**config.mk**
```make
export PLATFORM = sky130hd
export DESIGN_NAME = line_derivative_filter
export DESIGN_NICKNAME = d
export VERILOG_FILES = /design/src/design/ldf_pkg.sv /design/src/design/ldf_tap_cell.sv /design/src/design/ldf_round_div.sv /design/src/design/line_derivative_filter.sv
export SDC_FILE = /design/constraint.sdc
export NUM_CORES = 2
export LEC_CHECK = 0
export BUFFER_PORTS_ARGS = -buffer_cell sky130_fd_sc_hd__buf_2
export CORE_MARGIN = 3
export CORE_UTILIZATION = 45
export CTS_BUF_LIST = sky130_fd_sc_hd__clkbuf_2 sky130_fd_sc_hd__clkbuf_4 sky130_fd_sc_hd__clkbuf_8
export DETAILED_ROUTE_END_ITERATION = 7
export GPL_TIMING_DRIVEN = 0
export PLACE_DENSITY_LB_ADDON = 0.12
export RECOVER_POWER = 25
export SLEW_MARGIN = 10
export SYNTH_ARGS = -nofsm -noshare
export SYNTH_HDL_FRONTEND = slang
export SYNTH_SLANG_ARGS = --single-unit
```
**constraint.sdc**
```tcl
create_clock -name clk -period 19.9 [get_ports clk]
set_input_delay 1.99 -clock clk [delete_from_list [all_inputs] [get_ports clk]]
set_output_delay 1.99 -clock clk [all_outputs]
set_load 0.02 [all_outputs]
```
**src/design/ldf_pkg.sv**
```systemverilog
// ldf_pkg: shared constants, codes and types of the line derivative filter
// used by ldf_round_div and line_derivative_filter; depends on nothing else

package ldf_pkg;

    // default widths of the sample path
    localparam int SAMPLE_BITS_DEF = 16;
    localparam int FRAC_BITS_DEF   = 8;

    // window geometry: newest sample plus six taps held in the cell chain
    localparam int MAX_TAPS = 7;
    localparam int POS_BITS = 3;
    localparam logic [POS_BITS-1:0] POS_MAX = 3'd7;

    // result word
    localparam int DERIV_BITS  = 25;
    localparam int M_DATA_BITS = ((DERIV_BITS + 7) / 8) * 8;
    localparam logic [DERIV_BITS-1:0] DERIV_MAX = {1'b0, {(DERIV_BITS - 1){1'b1}}};
    localparam logic [DERIV_BITS-1:0] DERIV_MIN = {1'b1, {(DERIV_BITS - 1){1'b0}}};

    // results caused by one sample: one value plus up to three border zeros
    localparam int MAX_RESULTS = 4;
    localparam int CNT_BITS    = 3;

    // method register
    localparam int METHOD_BITS = 3;
    localparam logic [METHOD_BITS-1:0] METH_CENTRAL = 3'd0;
    localparam logic [METHOD_BITS-1:0] METH_NEXT    = 3'd1;
    localparam logic [METHOD_BITS-1:0] METH_SG5     = 3'd2;
    localparam logic [METHOD_BITS-1:0] METH_SG7     = 3'd3;

    // divisor selection for the rounding divider
    localparam logic [1:0] DIV_ONE = 2'd0;
    localparam logic [1:0] DIV_TWO = 2'd1;
    localparam logic [1:0] DIV_TEN = 2'd2;
    localparam logic [1:0] DIV_28  = 2'd3;

    // bookkeeping that travels with each sample through the pipeline
    typedef struct packed {
        logic [CNT_BITS-1:0] cnt;
        logic                last;
    } res_meta_t;

endpackage

```
**src/design/ldf_tap_cell.sv**
```systemverilog
// ldf_tap_cell: one cell of the sample window chain
// holds one past sample and hands it to the next cell on every shift; no dependencies

module ldf_tap_cell #(
    parameter int WIDTH = 16
) (
    input  logic             clk,
    input  logic             rst_n,
    input  logic             shift_en,
    input  logic [WIDTH-1:0] d,
    output logic [WIDTH-1:0] q
);

    logic [WIDTH-1:0] q_reg;

    // take the neighbor's sample on each accepted word
    always_ff @(posedge clk or negedge rst_n)
    begin
        if (!rst_n)
        begin
            q_reg <= '0;
        end
        else if (shift_en)
        begin
            q_reg <= d;
        end
    end

    assign q = q_reg;

endmodule

```
**src/design/ldf_round_div.sv**
```systemverilog
// ldf_round_div: scales a filter sum to fixed point and divides by 1, 2, 10 or 28,
// rounding to nearest with ties away from zero; two stages; uses ldf_pkg

module ldf_round_div #(
    parameter int SAMPLE_BITS = ldf_pkg::SAMPLE_BITS_DEF,
    parameter int FRAC_BITS   = ldf_pkg::FRAC_BITS_DEF,
    localparam int SUMW = SAMPLE_BITS + 4,
    localparam int MW   = SAMPLE_BITS + FRAC_BITS + 4
) (
    input  logic                    clk,
    input  logic                    rst_n,
    input  logic                    in_valid,
    output logic                    in_ready,
    input  logic signed [SUMW-1:0]  in_sum,
    input  logic [1:0]              in_div,
    input  ldf_pkg::res_meta_t      in_meta,
    output logic                    out_valid,
    input  logic                    out_ready,
    output logic [MW-1:0]           out_q,
    output logic                    out_neg,
    output ldf_pkg::res_meta_t      out_meta
);

    // reciprocal constants: floor(x/d) == (x*ceil(2^K/d)) >> K for x < 2^MW, d <= 7
    localparam int K  = MW + 3;
    localparam int PW = MW + K - 1;
    localparam logic [K:0]   POW_K = (K + 1)'(1) << K;
    localparam logic [K-2:0] RECIP5 = (K - 1)'((POW_K + (K + 1)'(4)) / (K + 1)'(5));
    localparam logic [K-2:0] RECIP7 = (K - 1)'((POW_K + (K + 1)'(6)) / (K + 1)'(7));

    logic                 a_valid_reg;
    logic [MW-1:0]        a_pre_reg;
    logic                 a_neg_reg;
    logic [1:0]           a_div_reg;
    ldf_pkg::res_meta_t   a_meta_reg;

    logic                 b_valid_reg;
    logic [MW-1:0]        b_q_reg;
    logic                 b_neg_reg;
    ldf_pkg::res_meta_t   b_meta_reg;

    logic                 a_ready;
    logic                 b_ready;
    logic signed [SUMW-1:0] abs_s;
    logic [MW-1:0]        mag;
    logic [MW-1:0]        pre_next;
    logic [K-2:0]         recip;
    logic [PW-1:0]        prod;
    logic [MW-1:0]        q_next;

    // stage handshake
    assign b_ready  = !b_valid_reg || out_ready;
    assign a_ready  = !a_valid_reg || b_ready;
    assign in_ready = a_ready;

    // stage a: magnitude, scale, add half divisor, pre-shift for the even factors
    always_comb
    begin
        abs_s = in_sum[SUMW-1] ? -in_sum : in_sum;
        mag   = MW'(abs_s[SUMW-2:0]) << FRAC_BITS;
        case (in_div)
            ldf_pkg::DIV_TWO: pre_next = (mag + MW'(1)) >> 1;
            ldf_pkg::DIV_TEN: pre_next = (mag + MW'(5)) >> 1;
            ldf_pkg::DIV_28:  pre_next = (mag + MW'(14)) >> 2;
            default:          pre_next = mag;
        endcase
    end

    // stage b: reciprocal multiply for the odd factors 5 and 7
    always_comb
    begin
        recip = (a_div_reg == ldf_pkg::DIV_28) ? RECIP7 : RECIP5;
        prod  = PW'(a_pre_reg) * PW'(recip);
        if (a_div_reg == ldf_pkg::DIV_TEN || a_div_reg == ldf_pkg::DIV_28)
        begin
            q_next = MW'(prod >> K);
        end
        else
        begin
            q_next = a_pre_reg;
        end
    end

    // valid bits
    always_ff @(posedge clk or negedge rst_n)
    begin
        if (!rst_n)
        begin
            a_valid_reg <= 1'b0;
            b_valid_reg <= 1'b0;
        end
        else
        begin
            a_valid_reg <= (in_valid && a_ready) || (a_valid_reg && !b_ready);
            b_valid_reg <= (a_valid_reg && b_ready) || (b_valid_reg && !out_ready);
        end
    end

    // payload
    always_ff @(posedge clk)
    begin
        if (in_valid && a_ready)
        begin
            a_pre_reg  <= pre_next;
            a_neg_reg  <= in_sum[SUMW-1];
            a_div_reg  <= in_div;
            a_meta_reg <= in_meta;
        end
        if (a_valid_reg && b_ready)
        begin
            b_q_reg    <= q_next;
            b_neg_reg  <= a_neg_reg;
            b_meta_reg <= a_meta_reg;
        end
    end

    assign out_valid = b_valid_reg;
    assign out_q     = b_q_reg;
    assign out_neg   = b_neg_reg;
    assign out_meta  = b_meta_reg;

endmodule

```
**src/design/line_derivative_filter.sv**
```systemverilog
// line_derivative_filter: top level of the streaming line derivative filter
// uses ldf_pkg, ldf_tap_cell (window chain) and ldf_round_div (scaling divider)
//
// Usage: samples of one image line enter on the s_ group, one word per sample,
// s_tdata holding the signed sample and s_tlast marking the final sample of the
// line. Derivatives leave on the m_ group in position order, m_tdata holding the
// signed fixed-point value and m_tlast marking the final result of the line.
// cfg_we/cfg_wdata write the method register (0 central difference, 1 difference
// to next, 2 five-tap and 3 seven-tap Savitzky-Golay, other codes pass through);
// write it only between lines while the block is empty.
// A sample's result word passes stage 1, the two divider stages and the output
// register before it appears on m_. Samples are taken one per cycle while
// s_tready is high. A sample carrying s_tlast produces up to four words (its
// result plus the right-border zeros); the output register emits them one per
// cycle while m_tready is high, and meanwhile s_tready can fall. The rate is set
// by the output register, which loads one sample's results while handing out
// the last word of the one before. Reset clears the window cells, the line
// position, the method register and all pipeline valid bits. When the receiver
// stalls, the four-stage pipeline fills and s_tready falls; no word is lost or repeated.

module line_derivative_filter #(
    parameter int SAMPLE_BITS = ldf_pkg::SAMPLE_BITS_DEF,
    parameter int FRAC_BITS   = ldf_pkg::FRAC_BITS_DEF,
    localparam int S_DATA_BITS = ((SAMPLE_BITS + 7) / 8) * 8
) (
    input  logic                                 clk,
    input  logic                                 rst_n,
    // sample stream
    input  logic                                 s_tvalid,
    output logic                                 s_tready,
    input  logic [S_DATA_BITS-1:0]               s_tdata,   // sample
    input  logic                                 s_tlast,   // last_in_line
    // derivative stream
    output logic                                 m_tvalid,
    input  logic                                 m_tready,
    output logic [ldf_pkg::M_DATA_BITS-1:0]      m_tdata,   // derivative
    output logic                                 m_tlast,   // last_of_line
    // method register
    input  logic                                 cfg_we,
    input  logic [ldf_pkg::METHOD_BITS-1:0]      cfg_wdata
);

    localparam int SW   = SAMPLE_BITS;
    localparam int SUMW = SAMPLE_BITS + 4;
    localparam int MW   = SAMPLE_BITS + FRAC_BITS + 4;
    localparam int DB   = ldf_pkg::DERIV_BITS;
    localparam int CW   = ((MW > DB) ? MW : DB) + 1;
    localparam int NCELLS = ldf_pkg::MAX_TAPS - 1;

    logic [ldf_pkg::METHOD_BITS-1:0] method_reg;
    logic [ldf_pkg::POS_BITS-1:0]    pos_reg;

    logic                  s_acc;
    logic signed [SW-1:0]  h [0:ldf_pkg::MAX_TAPS-1];
    logic [SW-1:0]         tap [0:NCELLS-1];

    logic [1:0]                   lh;
    logic [1:0]                   rh;
    logic [1:0]                   div_c;
    logic signed [SUMW-1:0]       sum_c;
    logic                         emit;
    logic                         full;
    logic [ldf_pkg::CNT_BITS-1:0] cnt_c;

    logic                   s1_valid_reg;
    logic signed [SUMW-1:0] s1_sum_reg;
    logic [1:0]             s1_div_reg;
    ldf_pkg::res_meta_t     s1_meta_reg;
    ldf_pkg::res_meta_t     s1_meta_next;
    logic                   s1_ready;

    logic                   rd_in_ready;
    logic                   rd_q_valid;
    logic [MW-1:0]          rd_q;
    logic                   rd_neg;
    ldf_pkg::res_meta_t     rd_meta;

    logic [ldf_pkg::CNT_BITS-1:0] cnt_reg;
    logic                         first_reg;
    logic                         last_reg;
    logic [DB-1:0]                val_reg;
    logic [DB-1:0]                val_next;
    logic [CW-1:0]                cq;
    logic                         out_free;
    logic                         m_acc;
    logic [DB-1:0]                deriv;

    function automatic logic signed [SUMW-1:0] diff(input logic signed [SW-1:0] a,
                                                    input logic signed [SW-1:0] b);
        diff = SUMW'(a) - SUMW'(b);
    endfunction

    assign s_acc    = s_tvalid && s_tready;
    assign s_tready = s1_ready;

    // method register
    always_ff @(posedge clk or negedge rst_n)
    begin
        if (!rst_n)
        begin
            method_reg <= ldf_pkg::METH_CENTRAL;
        end
        else if (cfg_we)
        begin
            method_reg <= cfg_wdata;
        end
    end

    // window: newest sample plus the chain of cells
    assign h[0] = $signed(s_tdata[SW-1:0]);

    genvar gi;
    generate
        for (gi = 0; gi < NCELLS; gi++)
        begin : g_cell
            ldf_tap_cell #(
                .WIDTH (SW)
            ) u_cell (
                .clk      (clk),
                .rst_n    (rst_n),
                .shift_en (s_acc),
                .d        ((gi == 0) ? s_tdata[SW-1:0] : tap[(gi == 0) ? 0 : gi - 1]),
                .q        (tap[gi])
            );
            assign h[gi + 1] = $signed(tap[gi]);
        end
    endgenerate

    // filter sum, half windows and divisor for the current method
    always_comb
    begin
        case (method_reg)
            ldf_pkg::METH_CENTRAL:
            begin
                lh    = 2'd1;
                rh    = 2'd1;
                div_c = ldf_pkg::DIV_TWO;
                sum_c = diff(h[0], h[2]);
            end
            ldf_pkg::METH_NEXT:
            begin
                lh    = 2'd0;
                rh    = 2'd1;
                div_c = ldf_pkg::DIV_ONE;
                sum_c = diff(h[0], h[1]);
            end
            ldf_pkg::METH_SG5:
            begin
                lh    = 2'd2;
                rh    = 2'd2;
                div_c = ldf_pkg::DIV_TEN;
                sum_c = (diff(h[0], h[4]) <<< 1) + diff(h[1], h[3]);
            end
            ldf_pkg::METH_SG7:
            begin
                lh    = 2'd3;
                rh    = 2'd3;
                div_c = ldf_pkg::DIV_28;
                sum_c = (diff(h[0], h[6]) <<< 1) + diff(h[0], h[6])
                      + (diff(h[1], h[5]) <<< 1) + diff(h[2], h[4]);
            end
            default:
            begin
                lh    = 2'd0;
                rh    = 2'd0;
                div_c = ldf_pkg::DIV_ONE;
                sum_c = SUMW'(h[0]);
            end
        endcase
    end

    // result count: own value once the right neighbors are in, plus border zeros
    always_comb
    begin
        emit = (pos_reg >= ldf_pkg::POS_BITS'(rh));
        full = (pos_reg >= (ldf_pkg::POS_BITS'(lh) + ldf_pkg::POS_BITS'(rh)));
        if (emit)
        begin
            cnt_c = ldf_pkg::CNT_BITS'(1) + (s_tlast ? ldf_pkg::CNT_BITS'(rh) : '0);
        end
        else
        begin
            cnt_c = s_tlast ? ldf_pkg::CNT_BITS'(pos_reg + ldf_pkg::POS_BITS'(1)) : '0;
        end
        s1_meta_next.cnt  = cnt_c;
        s1_meta_next.last = s_tlast;
    end

    // line position, saturating
    always_ff @(posedge clk or negedge rst_n)
    begin
        if (!rst_n)
        begin
            pos_reg <= '0;
        end
        else if (s_acc)
        begin
            if (s_tlast)
            begin
                pos_reg <= '0;
            end
            else if (pos_reg != ldf_pkg::POS_MAX)
            begin
                pos_reg <= pos_reg + ldf_pkg::POS_BITS'(1);
            end
        end
    end

    // stage 1: registered sum
    assign s1_ready = !s1_valid_reg || rd_in_ready;

    always_ff @(posedge clk or negedge rst_n)
    begin
        if (!rst_n)
        begin
            s1_valid_reg <= 1'b0;
        end
        else
        begin
            s1_valid_reg <= s_acc || (s1_valid_reg && !rd_in_ready);
        end
    end

    always_ff @(posedge clk)
    begin
        if (s_acc)
        begin
            s1_sum_reg  <= full ? sum_c : '0;
            s1_div_reg  <= div_c;
            s1_meta_reg <= s1_meta_next;
        end
    end

    // stages 2 and 3: scaling and rounding divide
    ldf_round_div #(
        .SAMPLE_BITS (SAMPLE_BITS),
        .FRAC_BITS   (FRAC_BITS)
    ) u_div (
        .clk       (clk),
        .rst_n     (rst_n),
        .in_valid  (s1_valid_reg),
        .in_ready  (rd_in_ready),
        .in_sum    (s1_sum_reg),
        .in_div    (s1_div_reg),
        .in_meta   (s1_meta_reg),
        .out_valid (rd_q_valid),
        .out_ready (out_free),
        .out_q     (rd_q),
        .out_neg   (rd_neg),
        .out_meta  (rd_meta)
    );

    // sign and saturate into the result width
    always_comb
    begin
        cq = CW'(rd_q);
        if (!rd_neg)
        begin
            val_next = (cq > CW'(ldf_pkg::DERIV_MAX)) ? ldf_pkg::DERIV_MAX : DB'(cq);
        end
        else
        begin
            val_next = (cq > CW'(ldf_pkg::DERIV_MIN)) ? ldf_pkg::DERIV_MIN
                                                     : DB'(CW'(0) - cq);
        end
    end

    // output register: one value word followed by border zero words
    assign m_acc    = m_tvalid && m_tready;
    assign out_free = (cnt_reg == '0) || ((cnt_reg == ldf_pkg::CNT_BITS'(1)) && m_tready);

    always_ff @(posedge clk or negedge rst_n)
    begin
        if (!rst_n)
        begin
            cnt_reg   <= '0;
            first_reg <= 1'b0;
            last_reg  <= 1'b0;
        end
        else if (rd_q_valid && out_free)
        begin
            cnt_reg   <= rd_meta.cnt;
            first_reg <= 1'b1;
            last_reg  <= rd_meta.last;
        end
        else if (m_acc)
        begin
            cnt_reg   <= cnt_reg - ldf_pkg::CNT_BITS'(1);
            first_reg <= 1'b0;
        end
    end

    always_ff @(posedge clk)
    begin
        if (rd_q_valid && out_free)
        begin
            val_reg <= val_next;
        end
    end

    assign deriv    = first_reg ? val_reg : '0;
    assign m_tvalid = (cnt_reg != '0);
    assign m_tdata  = ldf_pkg::M_DATA_BITS'(deriv);
    assign m_tlast  = last_reg && (cnt_reg == ldf_pkg::CNT_BITS'(1));

`ifndef SYNTHESIS
    // never more words pending than one sample can cause
    a_cnt_bound: assert property (@(posedge clk) disable iff (!rst_n)
        cnt_reg <= ldf_pkg::CNT_BITS'(ldf_pkg::MAX_RESULTS))
        else $error("output word count out of range");

    // a line end restarts the position
    a_pos_restart: assert property (@(posedge clk) disable iff (!rst_n)
        s_acc && s_tlast |=> pos_reg == '0)
        else $error("position not cleared after line end");

    // only the first word of a sample carries a value, the rest are border zeros
    a_zero_tail: assert property (@(posedge clk) disable iff (!rst_n)
        m_tvalid && !first_reg |-> m_tdata == '0)
        else $error("border word is not zero");

    // a divider result waits while the output register is busy
    a_div_hold: assert property (@(posedge clk) disable iff (!rst_n)
        rd_q_valid && !out_free |=> rd_q_valid)
        else $error("divider result dropped");
`endif

endmodule
```
== After elaboration in Yosys (flattened, before gate mapping) ==
Cells that the tools add are included.

* Add/subtract/negate cells: 20
* $mul: 1
* Order comparisons: 4
* Equal/unequal tests: 10
* Mux-type cells: 20
* Reduce and logical (&&, ||, !) cells: 31

{| class="wikitable"
|+ Operator list
! operator !! count
|-
| 16-bit by 16-bit subtractor with 17-bit output || 7
|-
| 25-bit two-way mux || 4
|-
| 27-bit case mux with 3 select lines || 1
|-
| 20-bit case mux with 4 select lines || 1
|-
| 27-bit by 29-bit multiplier with 56-bit output || 1
|-
| 18-bit by 17-bit adder with 19-bit output || 2
|-
| 27-bit by 1-bit adder with 28-bit output, second input constant || 1
|-
| 27-bit by 3-bit adder with 28-bit output, second input constant || 1
|-
| 27-bit by 4-bit adder with 28-bit output, second input constant || 1
|-
| 28-bit two-way mux || 1
|-
| 27-bit by 24-bit > comparator with 1-bit output, second input constant || 1
|-
| 27-bit by 25-bit > comparator with 1-bit output, second input constant || 1
|-
| 27-bit two-way mux || 1
|-
| 1-bit by 25-bit subtractor with 25-bit output, first input constant || 1
|-
| 19-bit by 18-bit adder with 20-bit output || 1
|-
| 20-bit by 17-bit adder with 20-bit output || 1
|-
| 19-bit two-way mux || 1
|-
| 19-bit negation || 1
|-
| 3-bit two-way mux || 6
|-
| 2-bit case mux with 3 select lines || 2
|-
| 1-bit logical AND || 10
|-
| 2-bit equality test, second input constant || 4
|-
| 1-bit logical OR || 8
|-
| 3-bit by 1-bit equality test with 1-bit output, second input constant || 2
|-
| other kinds (17) || 26
|}

* Register bits after elaboration: 227
* Input bits: 25
* Output and inout bits: 35
* Logic and storage cells: 114

== Depth between registers and ports, before layout ==
* Depth after elaboration: 8
* Gate-level depth with buffers: 29
* Mapped depth without buffers: 29

== Modules after synthesis ==
A second synthesis with hierarchy kept.

* Cell total of the unflattened synthesis: 3,175
* Area, all modules: 30,902.1 µm²

{| class="wikitable"
|+ By module, submodules not included
! module !! times used !! cells each !! area each (µm²) !! seq. area each (µm²)
|-
| ldf_round_div || 1 || 1,622 || 15,787.6 || 1,911.8
|-
| line_derivative_filter || 1 || 1,349 || 11,218.3 || 1,831.8
|-
| ldf_tap_cell || 6 || 34 || 649.4 || 400.4
|}

== Worst setup path before layout ==
No wires, ideal clock.

* Path kind: input-to-reg
* Start point: input s_tdata[0]
* End point: register s1_sum_reg[19], data pin
* Library setup time: 0.262 ns
* Arrival time: 7.216 ns
* Required time: 19.638 ns
* Setup slack: 12.422 ns
* Stages on the path: 24
* Path buffers: 0
* Cells stage by stage: inv_1 > ha_1 > inv_1 > fa_1 > a21o_1 > a21oi_1 > o21bai_1 > a21oi_1 > inv_1 > a21oi_1 > nor2_1 > nor2_1 > xor2_1 > fa_1 > fa_1 > inv_1 > fa_1 > ha_1 > o41ai_1 > o221ai_1 > o41ai_1 > o21ai_0 > xnor2_1 > o21ai_0

* Cells in the longest elaborated chain, start to end: 5
* Elaborated cells between the ends (all ways): 9
* Classes of those cells: add/sub (8); mux (1)

{| class="wikitable"
|+ RTL lines
! element !! RTL line !! text
|-
| start, declared || line_derivative_filter.sv:31 || <nowiki>input logic [S_DATA_BITS-1:0] s_tdata,</nowiki>
|-
| 16-bit by 16-bit subtractor with 17-bit output || line_derivative_filter.sv:90 || <nowiki>diff = SUMW'(a) - SUMW'(b);</nowiki>
|-
| 18-bit by 17-bit adder with 19-bit output || line_derivative_filter.sv:159 || <nowiki>sum_c = (diff(h[0], h[6]) <<< 1) + diff(h[0], h[6])</nowiki>
|-
| 19-bit by 18-bit adder with 20-bit output || line_derivative_filter.sv:160 || <nowiki>+ (diff(h[1], h[5]) <<< 1) + diff(h[2], h[4]);</nowiki>
|-
| 20-bit by 17-bit adder with 20-bit output || line_derivative_filter.sv:160 ||
|-
| 20-bit case mux with 4 select lines * || line_derivative_filter.sv:132 || <nowiki>case (method_reg)</nowiki>
|-
| end signal, assigned || line_derivative_filter.sv:228 || <nowiki>s1_sum_reg <= full ? sum_c : '0;</nowiki>
|-
| end, declared || line_derivative_filter.sv:66 || <nowiki>logic signed [SUMW-1:0] s1_sum_reg;</nowiki>
|}

Mark *: on every way between the ends. The rest lies on a longest branch, timed or not.
A chain may end at the register's enable or synchronous reset.

== Worst setup path in the final report ==
* Start point: register u_div.a_div_reg[1]
* End point: register u_div.b_q_reg[16] (netlist: u_div.out_q[16]), data pin

* Cells in the longest elaborated chain, start to end: 4
* Elaborated cells between the ends (all ways): 6
* Classes of those cells: mul (1); eq/ne (2); mux (2); reduce/logical (1)

{| class="wikitable"
|+ RTL lines
! element !! RTL line !! text
|-
| start, declared || ldf_round_div.sv:34 || <nowiki>logic [1:0] a_div_reg;</nowiki>
|-
| start signal, assigned || ldf_round_div.sv:106 || <nowiki>a_div_reg <= in_div;</nowiki>
|-
| 2-bit equality test || ldf_round_div.sv:72, ldf_round_div.sv:74 ||
|-
| 28-bit two-way mux || ldf_round_div.sv:72 || <nowiki>recip = (a_div_reg == ldf_pkg::DIV_28) ? RECIP7 : RECIP5;</nowiki>
|-
| 27-bit by 29-bit multiplier with 56-bit output || ldf_round_div.sv:73 || <nowiki>prod = PW'(a_pre_reg) * PW'(recip);</nowiki>
|-
| 27-bit two-way mux * || ldf_round_div.sv:74 || <nowiki>if (a_div_reg == ldf_pkg::DIV_TEN || a_div_reg == ldf_pkg::DIV_28)</nowiki>
|-
| net u_div.q_next[16] || ldf_round_div.sv:49 || <nowiki>logic [MW-1:0] q_next;</nowiki>
|-
| end signal, assigned || ldf_round_div.sv:111 || <nowiki>b_q_reg <= q_next;</nowiki>
|-
| end, declared || ldf_round_div.sv:38 || <nowiki>logic [MW-1:0] b_q_reg;</nowiki>
|}

The timed path passes the listed nets; every way through them passes the cells marked *.

==> run summary <==
status - finished with violations
failing checks - capacitance limit, slew limit
Synth top area share - 0.237
worst hold stages - 0
Routed WL - 85.8 mm
Max Clk Rate - 102 MHz
fraction of layout cells with a size suffix above 1 - 0.0578
Post-CTS Resized - 0
Critical Path Start Type - register
I/O pin cnt - 60
most instantiated library cell after synthesis - inv_1
cts hold-fix bufs - 0
crit-path most repeated cell - fa_1
Tot GR Track Use - 0.251
port bufs - 52
worst-path cell chain - clkbuf_1, clkbuf_1, and3_1, fa_1, inv_1, fa_1, fa_1, fa_1, inv_1, fa_1, fa_1, inv_1, fa_1, inv_1, ha_1, a211oi_1, o21ai_0, a41oi_1, a31oi_1, a221oi_1, o21bai_1, xnor2_1, mux2_2
final count of hold timing violations - 0
DR DRC count - 0
Worst Skew - 0.0431 ns
post-route setup TNS - 0 ns
number of setup buffers added after CTS - 0
CTS H-tree depth - 2
Largest register FFs - 96
Pins Over Slew Limit - 113
worst path arrival time - 10.09 ns
Routed wire per std cell - 20.3 um
Die Area - 69200 um2
Pre-antenna DRT Iters - 7
cells after synthesis - 3198
initial antenna violation count - 0
post-synthesis register bit count - 223
CP Class - reg -> reg
Synth top cells by count - 695 x inv_1, 386 x ha_1, 352 x fa_1
Max-slew headroom - -1.55
max cap viols - 2
reg2reg path depth - 23
min cycle time layout - 9.76 ns
endpoints failing setup - 0
synthesized area per cell - 9.30 um2
Distinct cells, synth - 75
mapped cell area - 29700 um2
Final Net Count - 4101
final RePlAce weighted congestion - 0.938
vias in the first global route - 24000
Num CTS Buffers - 44
fraction of the yosys area taken by sequential cells - 0.207
Die Span Y - 263 um
antenna viol nets, final - 0
CP Capture Type - register
CP Max Fanout - 10
RSZ-0062 raised after global routing - false
Worst Hold Class - reg -> reg
Remaining Overflow, GRT - 0
Cell Count, Final, Fillers Out - 4228
# fillers - 6157
largest stage delay on the critical path - 0.80 ns
Worst-Margin Slew - 3.83 ns
Synth area leader - fa_1
core area - 64900 um2
CTS tree - yes
Root Buffer - clkbuf_8
ys flop type - edfxtp_1
synth top area cells - fa_1 24%, ha_1 16%, edfxtp_1 11%
critical path's slowest cell - a221oi_1
FFs w/ async S/R, synth - 0.493
Synth warnings - 0
first-pass GRT wire length - 136 mm
clock-pin slew on the worst setup and hold paths - 0.06 ns
Initial Util - 0.458
area grow syn2layout - 8.43%
Clock Sinks - 223
HPWL after DPL - 74.1 mm
Post-synth EDFFs - 113
CTS Buffer Depth - 3
# rows - 93
largest net degree at the start of global routing - 67
CP Data Required Time - 20.24 ns
placed cells - 4147
DRT iter0 DRCs - 1477
Final period util - 0.490
die width - 263 um
Vias - 22800
Clock Latency Late Sink - 0.62 ns
post-DR vias/cell - 5.39
-- cells in the final DEF (no fill, tap or decap), types with 21 or more instances in the layout --
cell type,instances
a211oi_1,24
a21o_1,50
a21oi_1,116
a31oi_1,21
and2_1,39
and3_1,25
buf_2,50
clkbuf_1,66
clkbuf_8,57
conb_1,41
dfrtp_1,110
edfxtp_1,113
fa_1,352
ha_1,386
inv_1,695
mux2_2,33
nand2_1,272
nand2b_1,36
nand3_1,38
nor2_1,124
nor2b_1,23
nor3_1,46
o21a_1,23
o21ai_0,205
or3_1,21
xnor2_1,77
xor2_1,61
-- per-layer routing --
metal / wire length, um / up-vias / global-route usage
li1: - / 10700 / -
met1: 36000 / 11300 / 0.320
met2: 42900 / 536 / 0.444
met3: 3250 / 160 / 0.0240
met4: 3680 / 0 / 0.0939
met5: 0 / - / 0
-- through the flow --
step | worst slack, ns | hold WS [ns] | area (um2) | utilization
finish | 10.14 | 0.418 | 32200 | 0.497
global route | 9.79 | 0.423 | 32200 | 0.497
CTS | 10.21 | 0.419 | 32300 | 0.497
detailed placement | 10.22 | 0.405 | 31300 | 0.482
global placement | 10.22 | 0.400 | 31200 | 0.481
floorplan | 12.42 | 0.400 | 29900 | -
-- cell type report --
class	count	area, um2	share of cell area
repair buffers	55	314	0.00974
diodes	1	2.50	0.0000776
flip-flops and latches	223	6150	0.191
clock inverters	9	81.3	0.00252
plain buffers	81	349	0.0108
well taps	855	1070	0.0332
inverters	697	2620	0.0811
clock buffers	71	890	0.0276
multi-input cells	2236	20800	0.644
-- worst max-delay path, delay by kind of cell, from the launching register on --
family                     cells  cell delay [ns]
AOI/OAI and AO/OA              6             2.53
xor gates and xnor gates       1             0.19
adders and majority gates      8             3.93
buffers and inverters          6             1.57
DFF                            1             0.55
muxes                          1             0.28
and+or+nand+nor                1             0.42
-- final timing paths --
check,to,from,slack (ns)
setup / recovery,u_div.out_q[16],u_div.a_div_reg[1],10.14
hold / removal,u_div.out_meta[1],u_div.a_meta_reg[1],0.42
setup reg to reg,u_div.out_q[16],u_div.a_div_reg[1],10.14
hold reg to reg,u_div.out_meta[1],u_div.a_meta_reg[1],0.42
max in group asynchronous,pos_reg[0],rst_n,13.00
min in group asynchronous,g_cell[0].u_cell.q[15],rst_n,2.17
-- logic make-up after synthesis --
group	Yosys count	share of synthesized area
buf+inv	778	0.0997
fa+ha+maj	738	0.399
simple gates	676	0.107
compound gates	589	0.125
flops	223	0.207
xor+xnor	138	0.0406
mux	54	0.0212
other cells	2	0.000253
Power is left out: the tool's default activity adds up to more than one toggle a clock period on the data nets, which glitch-free logic cannot reach.
